$ cat config.mk
export PLATFORM = sky130hd
export DESIGN_NAME = escape_byte_lz_decompressor_unit
export DESIGN_NICKNAME = d
export VERILOG_FILES = /design/src/hw/rtl/ebld_pkg.sv /design/src/hw/rtl/ebld_history_ram.sv /design/src/hw/rtl/escape_byte_lz_decompressor_unit.sv
export SDC_FILE = /design/constraint.sdc
export NUM_CORES = 2
export LEC_CHECK = 0
export BUFFER_PORTS_ARGS = -buffer_cell sky130_fd_sc_hd__buf_4
export CORE_ASPECT_RATIO = 1.2
export CORE_MARGIN = 1
export CORE_UTILIZATION = 54
export DETAILED_ROUTE_END_ITERATION = 6
export PLACE_DENSITY = 0.71
export SLEW_MARGIN = 30
export SYNTH_ARGS = -nofsm -noshare
export SYNTH_HDL_FRONTEND = slang
export SYNTH_SLANG_ARGS = --single-unit
$ cat constraint.sdc
create_clock -name clock -period 19.4 [get_ports clock]
set_clock_uncertainty 0.15 [all_clocks]
set_input_delay 3.88 -clock clock [delete_from_list [all_inputs] [get_ports clock]]
set_output_delay 3.88 -clock clock [all_outputs]
set_load 0.005 [all_outputs]
$ cat src/hw/rtl/ebld_pkg.sv
// Shared types and constants of the escape-byte LZ decompressor.
// Used by the top level, the history RAM and the checker; depends on nothing.
`default_nettype none

package ebld_pkg;

   localparam int WINDOW_DEPTH = 256;
   localparam int ADDR_W = $clog2(WINDOW_DEPTH);
   localparam int LIMIT_W = 25;
   localparam int OUT_W = 32;
   localparam int BCNT_W = 3;
   localparam int BYTES_PER_RESULT_DEF = 4;

   localparam logic [7:0] ESCAPE_BYTE = 8'hAD;
   localparam logic [LIMIT_W-1:0] LIMIT_RESET = 25'd262144;

   // token phase codes
   localparam logic [1:0] PH_PLAIN = 2'd0;
   localparam logic [1:0] PH_DIST = 2'd1;
   localparam logic [1:0] PH_LEN = 2'd2;

   typedef enum logic [2:0] {
      ST_IDLE = 3'b001,
      ST_RUN = 3'b010,
      ST_FAULT = 3'b100
   } state_type;

   typedef struct packed {
      logic wr_en;
      logic [ADDR_W-1:0] wr_addr;
      logic [7:0] wr_data;
      logic rd_en;
      logic [ADDR_W-1:0] rd_addr;
   } ram_req_type;

endpackage

`default_nettype wire

$ cat src/hw/rtl/ebld_history_ram.sv
// History window RAM: one write and one read port, registered read data.
// A read of the address written in the same cycle returns the new byte.
// Depends on ebld_pkg.
`default_nettype none

module ebld_history_ram (
   input  wire logic                 clock,
   input  wire logic                 reset,
   input  wire ebld_pkg::ram_req_type ram_req,
   output logic [7:0]                rd_data
);

   logic [7:0] mem [ebld_pkg::WINDOW_DEPTH];
   logic [7:0] rd_data_ff;
   logic [7:0] fwd_data_ff;
   logic       fwd_ff;

   always_ff @(posedge clock) begin
      if (ram_req.wr_en) begin
         mem[ram_req.wr_addr] <= ram_req.wr_data;
      end
      if (ram_req.rd_en) begin
         rd_data_ff <= mem[ram_req.rd_addr];
         fwd_data_ff <= ram_req.wr_data;
      end
   end

   // held along with the read data while no read is issued
   always_ff @(posedge clock) begin
      if (reset) begin
         fwd_ff <= 1'b0;
      end else if (ram_req.rd_en) begin
         fwd_ff <= ram_req.wr_en && (ram_req.wr_addr == ram_req.rd_addr);
      end
   end

   assign rd_data = fwd_ff ? fwd_data_ff : rd_data_ff;

endmodule

`default_nettype wire

$ cat src/hw/rtl/escape_byte_lz_decompressor_unit.sv
// Top level of the escape-byte LZ decompressor: token decode, copy sequencer,
// result packer and output register. Depends on ebld_pkg and ebld_history_ram.
//
//   channel | direction | ports               | beat
//   --------+-----------+---------------------+-----------------------------------
//   req     | in        | req_valid/req_ready | one compressed byte + stream flags
//   rsp     | out       | rsp_valid/rsp_ready | up to BYTES_PER_RESULT decoded bytes
//   csr     | in        | csr_wr_en           | output_limit write, no wait
//
// A token byte that emits nothing is only accepted; a literal or a copy is
// accepted, then written one byte per cycle through the single write port of
// the history RAM; a bad distance is accepted, then reported from ST_FAULT.
// Reset clears all control state; the history RAM has no clearing pass. A
// result beat that cannot leave because rsp_ready is low stalls the run on the
// byte that completes it; the other bytes keep going.
`default_nettype none

module escape_byte_lz_decompressor_unit #(
   parameter int BYTES_PER_RESULT = ebld_pkg::BYTES_PER_RESULT_DEF
) (
   input  wire logic                        clock,
   input  wire logic                        reset,
   // request channel
   input  wire logic                        req_valid,
   output logic                             req_ready,
   input  wire logic [7:0]                  req_in_byte,
   input  wire logic                        req_stream_start,
   input  wire logic                        req_stream_end,
   // response channel
   output logic                             rsp_valid,
   input  wire logic                        rsp_ready,
   output logic [ebld_pkg::OUT_W-1:0]       rsp_out_bytes,
   output logic [ebld_pkg::BCNT_W-1:0]      rsp_byte_count,
   output logic                             rsp_run_last,
   output logic                             rsp_bad_distance,
   output logic                             rsp_limit_reached,
   output logic [ebld_pkg::LIMIT_W-1:0]     rsp_total_produced,
   // configuration
   input  wire logic                        csr_wr_en,
   input  wire logic [ebld_pkg::LIMIT_W-1:0] csr_wr_data
);

   localparam int PACK_W = 8 * BYTES_PER_RESULT;
   localparam int CNT_W = $clog2(BYTES_PER_RESULT + 1);
   localparam int AW = ebld_pkg::ADDR_W;
   localparam int LW = ebld_pkg::LIMIT_W;

   // ---------------------------------------------------------------------
   // Stream state
   // ---------------------------------------------------------------------
   ebld_pkg::state_type state_ff;
   logic [AW-1:0]       wp_ff;        // history write pointer, kept across streams
   logic [LW-1:0]       prod_ff;      // bytes produced in this stream
   logic [1:0]          phase_ff;
   logic [7:0]          dist_ff;
   logic                stop_ff;
   logic [LW-1:0]       limit_ff;

   // run (literal or copy) state
   logic                src_lit_ff;   // byte comes from lit_ff, not the RAM
   logic [7:0]          lit_ff;
   logic [7:0]          rem_ff;       // bytes still to emit in this run
   logic [AW-1:0]       rd_addr_ff;   // next copy source address
   logic [PACK_W-1:0]   pack_ff;
   logic [CNT_W-1:0]    pcnt_ff;      // bytes already held in pack_ff

   // output register
   logic                     rsp_valid_ff;
   logic [ebld_pkg::OUT_W-1:0]  out_bytes_ff;
   logic [ebld_pkg::BCNT_W-1:0] byte_count_ff;
   logic                     run_last_ff;
   logic                     bad_dist_ff;
   logic                     limit_hit_ff;
   logic [LW-1:0]            total_ff;

   // ---------------------------------------------------------------------
   // Token decode of the beat on the request channel
   // ---------------------------------------------------------------------
   logic          accept;
   logic [LW-1:0] prod_eff;
   logic [1:0]    phase_eff;
   logic [7:0]    dist_eff;
   logic          stop_eff;
   logic [LW-1:0] room;
   logic [7:0]    copy_len;
   logic          dec_lit;
   logic [7:0]    dec_lit_val;
   logic          dec_copy;
   logic          dec_err;
   logic [1:0]    phase_dec;
   logic [7:0]    dist_dec;

   assign req_ready = (state_ff == ebld_pkg::ST_IDLE);
   assign accept = req_valid && req_ready;

   always_comb begin
      // stream start wipes count, phase, distance and stop before the byte is decoded
      prod_eff = req_stream_start ? '0 : prod_ff;
      phase_eff = req_stream_start ? ebld_pkg::PH_PLAIN : phase_ff;
      dist_eff = req_stream_start ? 8'd0 : dist_ff;
      stop_eff = (!req_stream_start && stop_ff) || (prod_eff >= limit_ff);
      // while not stopped, room is nonzero and does not exceed the limit
      room = limit_ff - prod_eff;
      copy_len = ({{(LW-8){1'b0}}, req_in_byte} < room) ? req_in_byte : room[7:0];

      dec_lit = 1'b0;
      dec_lit_val = req_in_byte;
      dec_copy = 1'b0;
      dec_err = 1'b0;
      phase_dec = phase_eff;
      dist_dec = dist_eff;

      if (!stop_eff) begin
         unique case (phase_eff)
            ebld_pkg::PH_PLAIN: begin
               if (req_in_byte == ebld_pkg::ESCAPE_BYTE) begin
                  phase_dec = ebld_pkg::PH_DIST;
               end else begin
                  dec_lit = 1'b1;
               end
            end
            ebld_pkg::PH_DIST: begin
               if (req_in_byte == 8'd0) begin
                  // escaped escape: literal 0xad
                  dec_lit = 1'b1;
                  dec_lit_val = ebld_pkg::ESCAPE_BYTE;
                  phase_dec = ebld_pkg::PH_PLAIN;
               end else begin
                  dist_dec = req_in_byte;
                  phase_dec = ebld_pkg::PH_LEN;
               end
            end
            default: begin
               // length byte closes the token
               phase_dec = ebld_pkg::PH_PLAIN;
               if ({{(LW-8){1'b0}}, dist_eff} > prod_eff) begin
                  dec_err = 1'b1;
               end else if (copy_len != 8'd0) begin
                  dec_copy = 1'b1;
               end
            end
         endcase
      end

      // incomplete token at stream end is dropped
      if (req_stream_end && (phase_dec != ebld_pkg::PH_PLAIN)) begin
         phase_dec = ebld_pkg::PH_PLAIN;
      end
   end

   // ---------------------------------------------------------------------
   // Byte path: one byte per cycle, unless a beat-closing byte waits, into history and packer
   // ---------------------------------------------------------------------
   ebld_pkg::ram_req_type ram_req;
   logic [7:0]        ram_rd_data;
   logic [7:0]        byte_val;
   logic              out_free;
   logic              run_last;
   logic              pack_full;
   logic              completes;
   logic              byte_go;
   logic [LW-1:0]     prod_next;
   logic [PACK_W-1:0] pack_base;
   logic [PACK_W-1:0] pack_next;
   logic [CNT_W-1:0]  pcnt_next;

   assign out_free = !rsp_valid_ff || rsp_ready;
   assign byte_val = src_lit_ff ? lit_ff : ram_rd_data;
   assign run_last = (rem_ff == 8'd1);
   assign pack_full = (pcnt_ff == CNT_W'(BYTES_PER_RESULT - 1));
   assign completes = run_last || pack_full;
   // only the byte that closes a beat waits for the output register
   assign byte_go = (state_ff == ebld_pkg::ST_RUN) && (!completes || out_free);
   assign prod_next = prod_ff + LW'(1);
   assign pack_base = (pcnt_ff == '0) ? '0 : pack_ff;
   assign pack_next = pack_base | (PACK_W'(byte_val) << {pcnt_ff, 3'b000});
   assign pcnt_next = pcnt_ff + CNT_W'(1);

   always_comb begin
      ram_req.wr_en = byte_go;
      ram_req.wr_addr = wp_ff;
      ram_req.wr_data = byte_val;
      // first copy read goes out with the accept; each written copy byte issues
      // the read of the next source byte (distance one hits the forward path)
      ram_req.rd_en = (accept && dec_copy) || (byte_go && !src_lit_ff && !run_last);
      ram_req.rd_addr = accept ? (wp_ff - dist_eff) : rd_addr_ff;
   end

   ebld_history_ram u_history (
      .clock   (clock),
      .reset   (reset),
      .ram_req (ram_req),
      .rd_data (ram_rd_data)
   );

   // ---------------------------------------------------------------------
   // Control sequencer
   // ---------------------------------------------------------------------
   always_ff @(posedge clock) begin
      if (reset) begin
         state_ff <= ebld_pkg::ST_IDLE;
         wp_ff <= '0;
         prod_ff <= '0;
         phase_ff <= ebld_pkg::PH_PLAIN;
         dist_ff <= '0;
         stop_ff <= 1'b0;
         limit_ff <= ebld_pkg::LIMIT_RESET;
         pcnt_ff <= '0;
      end else begin
         if (csr_wr_en) begin
            limit_ff <= csr_wr_data;
         end
         unique case (state_ff)
            ebld_pkg::ST_IDLE: begin
               if (accept) begin
                  prod_ff <= prod_eff;
                  phase_ff <= phase_dec;
                  dist_ff <= dist_dec;
                  stop_ff <= stop_eff;
                  pcnt_ff <= '0;
                  if (dec_lit || dec_copy) begin
                     state_ff <= ebld_pkg::ST_RUN;
                  end else if (dec_err) begin
                     state_ff <= ebld_pkg::ST_FAULT;
                  end
               end
            end
            ebld_pkg::ST_RUN: begin
               if (byte_go) begin
                  wp_ff <= wp_ff + AW'(1);
                  prod_ff <= prod_next;
                  if (prod_next >= limit_ff) begin
                     stop_ff <= 1'b1;
                  end
                  pcnt_ff <= completes ? '0 : pcnt_next;
                  if (run_last) begin
                     state_ff <= ebld_pkg::ST_IDLE;
                  end
               end
            end
            ebld_pkg::ST_FAULT: begin
               if (out_free) begin
                  state_ff <= ebld_pkg::ST_IDLE;
               end
            end
            default: begin
               state_ff <= ebld_pkg::ST_IDLE;
            end
         endcase
      end
   end

   // run payload
   always_ff @(posedge clock) begin
      if (accept) begin
         src_lit_ff <= dec_lit;
         lit_ff <= dec_lit_val;
         rem_ff <= dec_lit ? 8'd1 : copy_len;
         rd_addr_ff <= wp_ff - dist_eff + AW'(1);
      end else if (byte_go) begin
         rem_ff <= rem_ff - 8'd1;
         pack_ff <= pack_next;
         if (ram_req.rd_en) begin
            rd_addr_ff <= rd_addr_ff + AW'(1);
         end
      end
   end

   // ---------------------------------------------------------------------
   // Output register
   // ---------------------------------------------------------------------
   logic load_data;
   logic load_err;

   assign load_data = byte_go && completes;
   assign load_err = (state_ff == ebld_pkg::ST_FAULT) && out_free;

   always_ff @(posedge clock) begin
      if (reset) begin
         rsp_valid_ff <= 1'b0;
      end else if (load_data || load_err) begin
         rsp_valid_ff <= 1'b1;
      end else if (rsp_ready) begin
         rsp_valid_ff <= 1'b0;
      end
   end

   always_ff @(posedge clock) begin
      if (load_data) begin
         out_bytes_ff <= pack_next[ebld_pkg::OUT_W-1:0];
         byte_count_ff <= ebld_pkg::BCNT_W'(pcnt_next);
         run_last_ff <= run_last;
         bad_dist_ff <= 1'b0;
         limit_hit_ff <= (prod_next >= limit_ff);
         total_ff <= prod_next;
      end else if (load_err) begin
         out_bytes_ff <= '0;
         byte_count_ff <= '0;
         run_last_ff <= 1'b1;
         bad_dist_ff <= 1'b1;
         limit_hit_ff <= (prod_ff >= limit_ff);
         total_ff <= prod_ff;
      end
   end

   assign rsp_valid = rsp_valid_ff;
   assign rsp_out_bytes = out_bytes_ff;
   assign rsp_byte_count = byte_count_ff;
   assign rsp_run_last = run_last_ff;
   assign rsp_bad_distance = bad_dist_ff;
   assign rsp_limit_reached = limit_hit_ff;
   assign rsp_total_produced = total_ff;

endmodule

`default_nettype wire

# After elaboration in Yosys (flattened, before gate mapping)

Memory sizes are Yosys's and may differ from the RTL's. A register that Yosys moved wholly into a read port is not among the register bits.
Cells that the tools add are included.

Bits in registers: 205
Memory bits (writable): 2,048
Logic and storage cells: 161
Memories: 1

Memories:

| name          | depth | width | rd ports | clocked after memory_dff | write ports | line                   | source |
|---|---|---|---|---|---|---|---|
| u_history.mem | 256   | 8     | 1        | 1                        | 1           | ebld_history_ram.sv:13 | `logic [7:0] mem [ebld_pkg::WINDOW_DEPTH];` |

Add/sub/neg operators: 8
Order comparisons: 5
Equality and inequality tests: 14
Shifts and indexed selects: 1
Mux-type cells: 68
Bitwise gates (word level): 2
Reductions and logical operators: 40

Operators by type and width:

| cell                                                | number |
|---|---|
| two-way mux 8 bit                                   | 17 |
| two-way mux 25 bit                                  | 5 |
| two-way mux 32 bit                                  | 3 |
| greater-or-equal comparator 25 bit                  | 3 |
| case mux 25 bit (2 select lines)                    | 1 |
| two-way mux 3 bit                                   | 11 |
| OR 32 bit                                           | 1 |
| << shifter 8 x 6 -> 32 bit                          | 1 |
| adder 25 x 1 -> 25 bit, second input constant       | 1 |
| greater-than comparator 8 x 25 -> 1 bit             | 1 |
| < comparator 8 x 25 -> 1 bit                        | 1 |
| subtractor 25 bit                                   | 1 |
| adder 8 x 1 -> 8 bit, second input constant         | 3 |
| two-way mux 1 bit                                   | 21 |
| nonzero test 2 bit                                  | 6 |
| logical AND 1 bit                                   | 10 |
| two-way mux 2 bit                                   | 5 |
| case mux 3 bit (3 select lines)                     | 1 |
| equality test 8 x 1 -> 1 bit, second input constant | 1 |
| equality test 8 bit                                 | 1 |
| equality test 8 bit, second input constant          | 1 |
| zero test 8 bit                                     | 1 |
| AND reduction 2 bit                                 | 4 |
| nonzero test 8 bit                                  | 1 |
| other kinds (22)                                    | 37 |

# Depth between registers and ports, before layout

Depth after elaboration: 14
Gate-level depth with buffers: 24
Mapped depth without buffers: 20

# Cells and area by module

Synthesis repeated with hierarchy kept, for this count alone.

Cells, all modules: 5,124
Area, all modules: 92,772.7 sq um

Modules (own cells, without submodules):

| module                           | times used | cells each | area each (sq um) |
|---|---|---|---|
| ebld_history_ram                 | 1          | 3,825      | 80,174.4 |
| escape_byte_lz_decompressor_unit | 1          | 1,299      | 12,598.3 |

# Worst setup path before layout

OpenSTA, ideal clock, no wires.

Path type: input to register
From: in req_stream_start
To: reg u_history.fwd_data_ff[0] (enable)
Library setup time: 393 ps
Arrival: 8,479 ps
Setup slack: 10,378 ps
Cell stages on the path: 22
Buffers on the path: 4
Path through: clkbuf_1 -> clkinv_1 -> clkbuf_1 -> clkbuf_1 -> nand2_1 -> ha_1 -> nor2b_1 -> o31a_1 -> o21a_1 -> nor2_1 -> xnor2_1 -> inv_1 -> ha_1 -> o21ai_0 -> a21oi_1 -> o2111ai_1 -> nor4_1 -> nand4_1 -> nor4b_1 -> buf_4 -> mux2i_1 -> o31ai_2

RTL lines:

| element              | line                                   | source |
|---|---|---|
| start, declared      | escape_byte_lz_decompressor_unit.sv:27 | `input wire logic req_stream_start,` |
| end signal, assigned | ebld_history_ram.sv:24                 | `fwd_data_ff <= ram_req.wr_data;` |
| end, declared        | ebld_history_ram.sv:15                 | `logic [7:0] fwd_data_ff;` |

# Worst setup path in the final report

From: in req_valid
To: reg u_history.rd_data_ff[0], read port of u_history.mem, data pin

Word-level cells in the longest chain between the ends: 3

Ends and longest elaborated chain:

| element             | line                                    | source |
|---|---|---|
| start, declared     | escape_byte_lz_decompressor_unit.sv:24  | `input wire logic req_valid,` |
| logical AND 1 bit * | escape_byte_lz_decompressor_unit.sv:94  | `assign accept = req_valid && req_ready;` |
| logical AND 1 bit   | escape_byte_lz_decompressor_unit.sv:185 | `ram_req.rd_en = (accept && dec_copy) \|\| (byte_go && !src_lit_ff && !run_last);` |
| logical OR 1 bit    | escape_byte_lz_decompressor_unit.sv:185 |  |
| end, declared       | ebld_history_ram.sv:14                  | `logic [7:0] rd_data_ff;` |

Mark *: on every way between the ends. The rest lies on a longest branch, timed or not.
A chain may end at the register's enable or synchronous reset.

==> summary.md <==
| Metric | Value |
|---|---|
| Slew HR | `0.299` |
| R2r setup slk | `12340 ps` |
| Cell variety after synth | `77` |
| Total CTS buffers | `211` |
| Post-synthesis sequential area ratio | `0.709` |
| Asr flop ratio synth | `0` |
| Pre-CTS WS | `9310 ps` |
| TritonCTS clock tree | `yes` |
| Area grow syn2layout | `9.85%` |
| Setup CP Type | `primary input to flop` |
| Die Area | `177000 sq um` |
| Vias in the first global route | `58900` |
| Total power | `14.2 mW` |
| Root buffer cell | `clkbuf_16` |
| Fin area | `104000 sq um` |
| Final HPWL DP | `146 mm` |
| DR iter-0 viols | `7271` |
| First drt pass iteration count | `7` |
| Hold WC Path Type | `flop to flop` |
| Port bufs | `104` |
| Worst r2r src | `state_ff[0]` |
| Synth warnings | `0` |
| Post-DP Area | `97000 sq um` |
| DRC Markers | `1` |
| Vias/cell | `6.23` |
| Final core occ | `0.600` |
| Clk buf depth | `3` |
| Slowest Stage Delay on Critical Path | `840 ps` |
| Reg2Reg Depth | `17` |
| Crit path time final | `9250 ps` |
| Hold_buf cts | `0` |
| Layout cell share with drive strength beyond 1 | `0.0787` |
| Worst path bufs/invs | `5` |
| Prevailing post-synth register cell | `edfxtp_1` |
| Via count | `61400` |
| Final hold violations | `0` |
| WP data required | `19930 ps` |
| Critical path data arrival time | `9790 ps` |
| CP max FO | `113` |
| Aggregate global routing overflow | `0` |
| Final net count | `7541` |
| CP Cell Sequence | `buf_4, nand2_4, inv_4, mux2_8, buf_4, buf_4, buf_4, nand2_1, and3_1, a311oi_1, nor3_1, nor4_1, nand2_1, o21ai_0, a21oi_1, mux2i_1` |
| I/O pin count | `105` |
| Slowest library cell on the worst path | `mux2_8` |
| Antenna violations before repair | `4` |
| Largest net degree at the start of global routing | `180` |
| Starting Density | `0.546` |
| Final Hold Slack | `358 ps` |
| First-pass GRT wire length | `368 mm` |
| Worst vdd rail ir drop | `0.138 mV` |
| Outcome | `complete, but fails checks` |
| H-tree depth | `4` |
| Worst-margin pin slew | `1050 ps` |
| Period utilisation layout | `0.477` |
| Slew Viols, Final | `0` |
| Resize count post-CTS | `0` |
| Syn Nets | `7631` |
| Worst hold path depth | `2` |
| Non-Filler Instances | `9857` |
| Worst Hold End | `dist_ff[2]` |
| Final Wtd Congestion | `0.922` |
| Post-CTS Setup Bufs | `0` |
| Core area | `173000 sq um` |
| Clock slew at reported path FFs | `70 ps` |
| Routed Antenna Nets | `0` |
| Clk_lat worst skew | `860 ps` |
| Die W | `384 um` |
| Achievable Freq | `0.108 GHz` |
| Clock sink count | `2261` |
| CP endpoint kind | `flop` |
| GRT Total Usage | `0.277` |
| Total Neg Setup Slack | `0 ps` |
| Post-Syn Instances | `7481` |
| DRT Wirelength | `248 mm` |
| Synthesized area per cell | `12.7 sq um` |
| Filler cells | `13000` |
| Count of state elements after synthesis | `2261` |
| Synthesized area | `94600 sq um` |
| Total power per unit cell area | `137 nW/um^2` |
| DR WL/cell | `25.1 um` |
| Placed insts | `9457` |
| Setup-failing EPs final | `0` |
| WP depth | `16` |
| Reg-to-Reg End | `u_history.rd_data_ff[0]` |
| RSZ-0062 raised after global routing | `false` |
| Crit path from | `req_valid` |
| P_leak | `35.4 nW` |
| Cell row count | `167` |
| CP top delay family | `buffers and inverters` |
| PnR worst setup slack | `10150 ps` |
| Max-cap violations | `0` |
| CP startpoint kind | `primary input` |
| Hold path start | `dist_ff[2]` |
| Die height | `461 um` |
| CP most frequent cell | `buf_4` |
| Failing checks | `DRC` |
| Post-synth EDFFs | `2183` |
## worst max-delay path by stage
| stage | endpoint |
|---|---|
| after global placement | u_history.rd_data_ff[7] |
| after global routing | u_history.rd_data_ff[7] |
| final | u_history.rd_data_ff[0] |
| after floorplan | u_history.fwd_data_ff[0] |
| after CTS | u_history.rd_data_ff[7] |
| after detailed placement | u_history.rd_data_ff[7] |
## cell usage after synthesis, types with 6 or more instances
library cell | count | area share
nor2_1 | 418 | 0.017
buf_2 | 213 | 0.011
a31oi_1 | 83 | 0.0055
edfxtp_1 | 2183 | 0.69
buf_1 | 42 | 0.0017
o32a_1 | 8 | 0.00085
o31ai_1 | 10 | 0.00079
o21bai_1 | 6 | 0.00048
a311oi_1 | 145 | 0.013
and2_1 | 38 | 0.0025
mux4_2 | 40 | 0.0095
inv_1 | 74 | 0.0029
a21oi_1 | 343 | 0.018
nor2b_1 | 19 | 0.0013
a32oi_1 | 56 | 0.0052
o21ai_1 | 6 | 0.00032
or2_2 | 6 | 0.00040
nand2b_1 | 13 | 0.00086
o21ai_0 | 104 | 0.0055
nor3_1 | 70 | 0.0037
a22oi_1 | 12 | 0.00095
o211ai_1 | 10 | 0.00079
or4_1 | 22 | 0.0017
o21a_1 | 20 | 0.0016
or3_1 | 7 | 0.00046
dfxtp_1 | 78 | 0.016
xnor2_1 | 49 | 0.0045
nor4_1 | 17 | 0.0011
mux2i_1 | 91 | 0.0096
a221oi_1 | 58 | 0.0054
a211oi_1 | 12 | 0.00095
nand2_1 | 1863 | 0.074
clkbuf_1 | 212 | 0.0084
nand4_1 | 43 | 0.0028
o221ai_1 | 10 | 0.00093
o22ai_1 | 84 | 0.0056
nand3_1 | 554 | 0.029
a32o_1 | 9 | 0.00095
ha_1 | 108 | 0.014
buf_4 | 33 | 0.0026
and3_1 | 187 | 0.012
a21o_1 | 23 | 0.0018
xor2_1 | 48 | 0.0044
## cells in the final DEF, fill, tap and decap left out, types with 12 or more instances in the layout
cell,n
a31oi_1,82
nor3_1,70
o21a_1,20
clkinv_1,56
a211oi_1,12
inv_1,64
nand4_1,43
clkinv_2,43
nand2_1,1861
buf_4,184
and3_1,187
edfxtp_1,2183
mux2i_1,91
a311oi_1,145
a32oi_1,56
nand3_1,542
dfxtp_1,78
clkbuf_16,214
bufinv_16,20
a221oi_1,58
nand2b_1,13
xnor2_1,49
ha_1,108
and2_1,37
o21ai_0,102
or4_1,22
nor2b_1,19
mux4_2,40
a21oi_1,342
a21o_1,23
nor4_1,17
xor2_1,48
clkbuf_1,33
o22ai_1,84
nor2_1,417
## power by group
| part | internal [mW] | switching [mW] | leakage [nW] |
|---|---|---|---|
| sequential | 5.75 | 0.0405 | 20.4 |
| clock | 2.29 | 1.82 | 3.35 |
| combinational | 1.16 | 3.13 | 11.7 |
| total | 9.20 | 4.99 | 35.4 |
## metal layers
layer,share of wire,up-vias,GRT usage
met5,0.000057,-,0
met4,0.057,2,0.150
met3,0.090,626,0.0522
met2,0.48,3181,0.448
met1,0.37,30200,0.353
li1,-,27400,-
## state kept, by name, summed over array words and instances (netlist names), 2 cells and up
register and flops:
rem_ff 8, dist_ff 8, u_history.fwd_data_ff 8, u_history.mem 2048, lit_ff 8, rsp_byte_count 3
limit_ff 25, rsp_total_produced 25, phase_ff 2, state_ff 3, prod_ff 25, wp_ff 8
rd_addr_ff 8, pcnt_ff 3, u_history.rd_data_ff 8, rsp_out_bytes 32, pack_ff 32
## worst min-delay path: stages, from the launching register on
cell and delay [ps]:
dfxtp_1 310, nor2_1 100, nor3_1 50
## cells by family after synthesis
family,count (synthesis),share of synthesized area
buffers and inverters,580,0.0273
xor gates and xnor gates,97,0.00898
and+or+nand+nor,3275,0.149
adders and majority gates,110,0.0147
muxes,133,0.0195
DFF,2261,0.709
AOI/OAI and AO/OA,1025,0.0717
## layout make-up
class	instances	area, sq um	share of cell area
multi-input cells	4640	25100	0.241
inverters	78	375	0.00361
diodes	6	15.0	0.000144
flip-flops and latches	2261	67100	0.646
repair buffers	199	1640	0.0158
well taps	2281	2850	0.0275
clock buffers	247	5480	0.0527
clock inverters	145	1380	0.0133
Note: power is estimated with default switching activity, not from simulation.
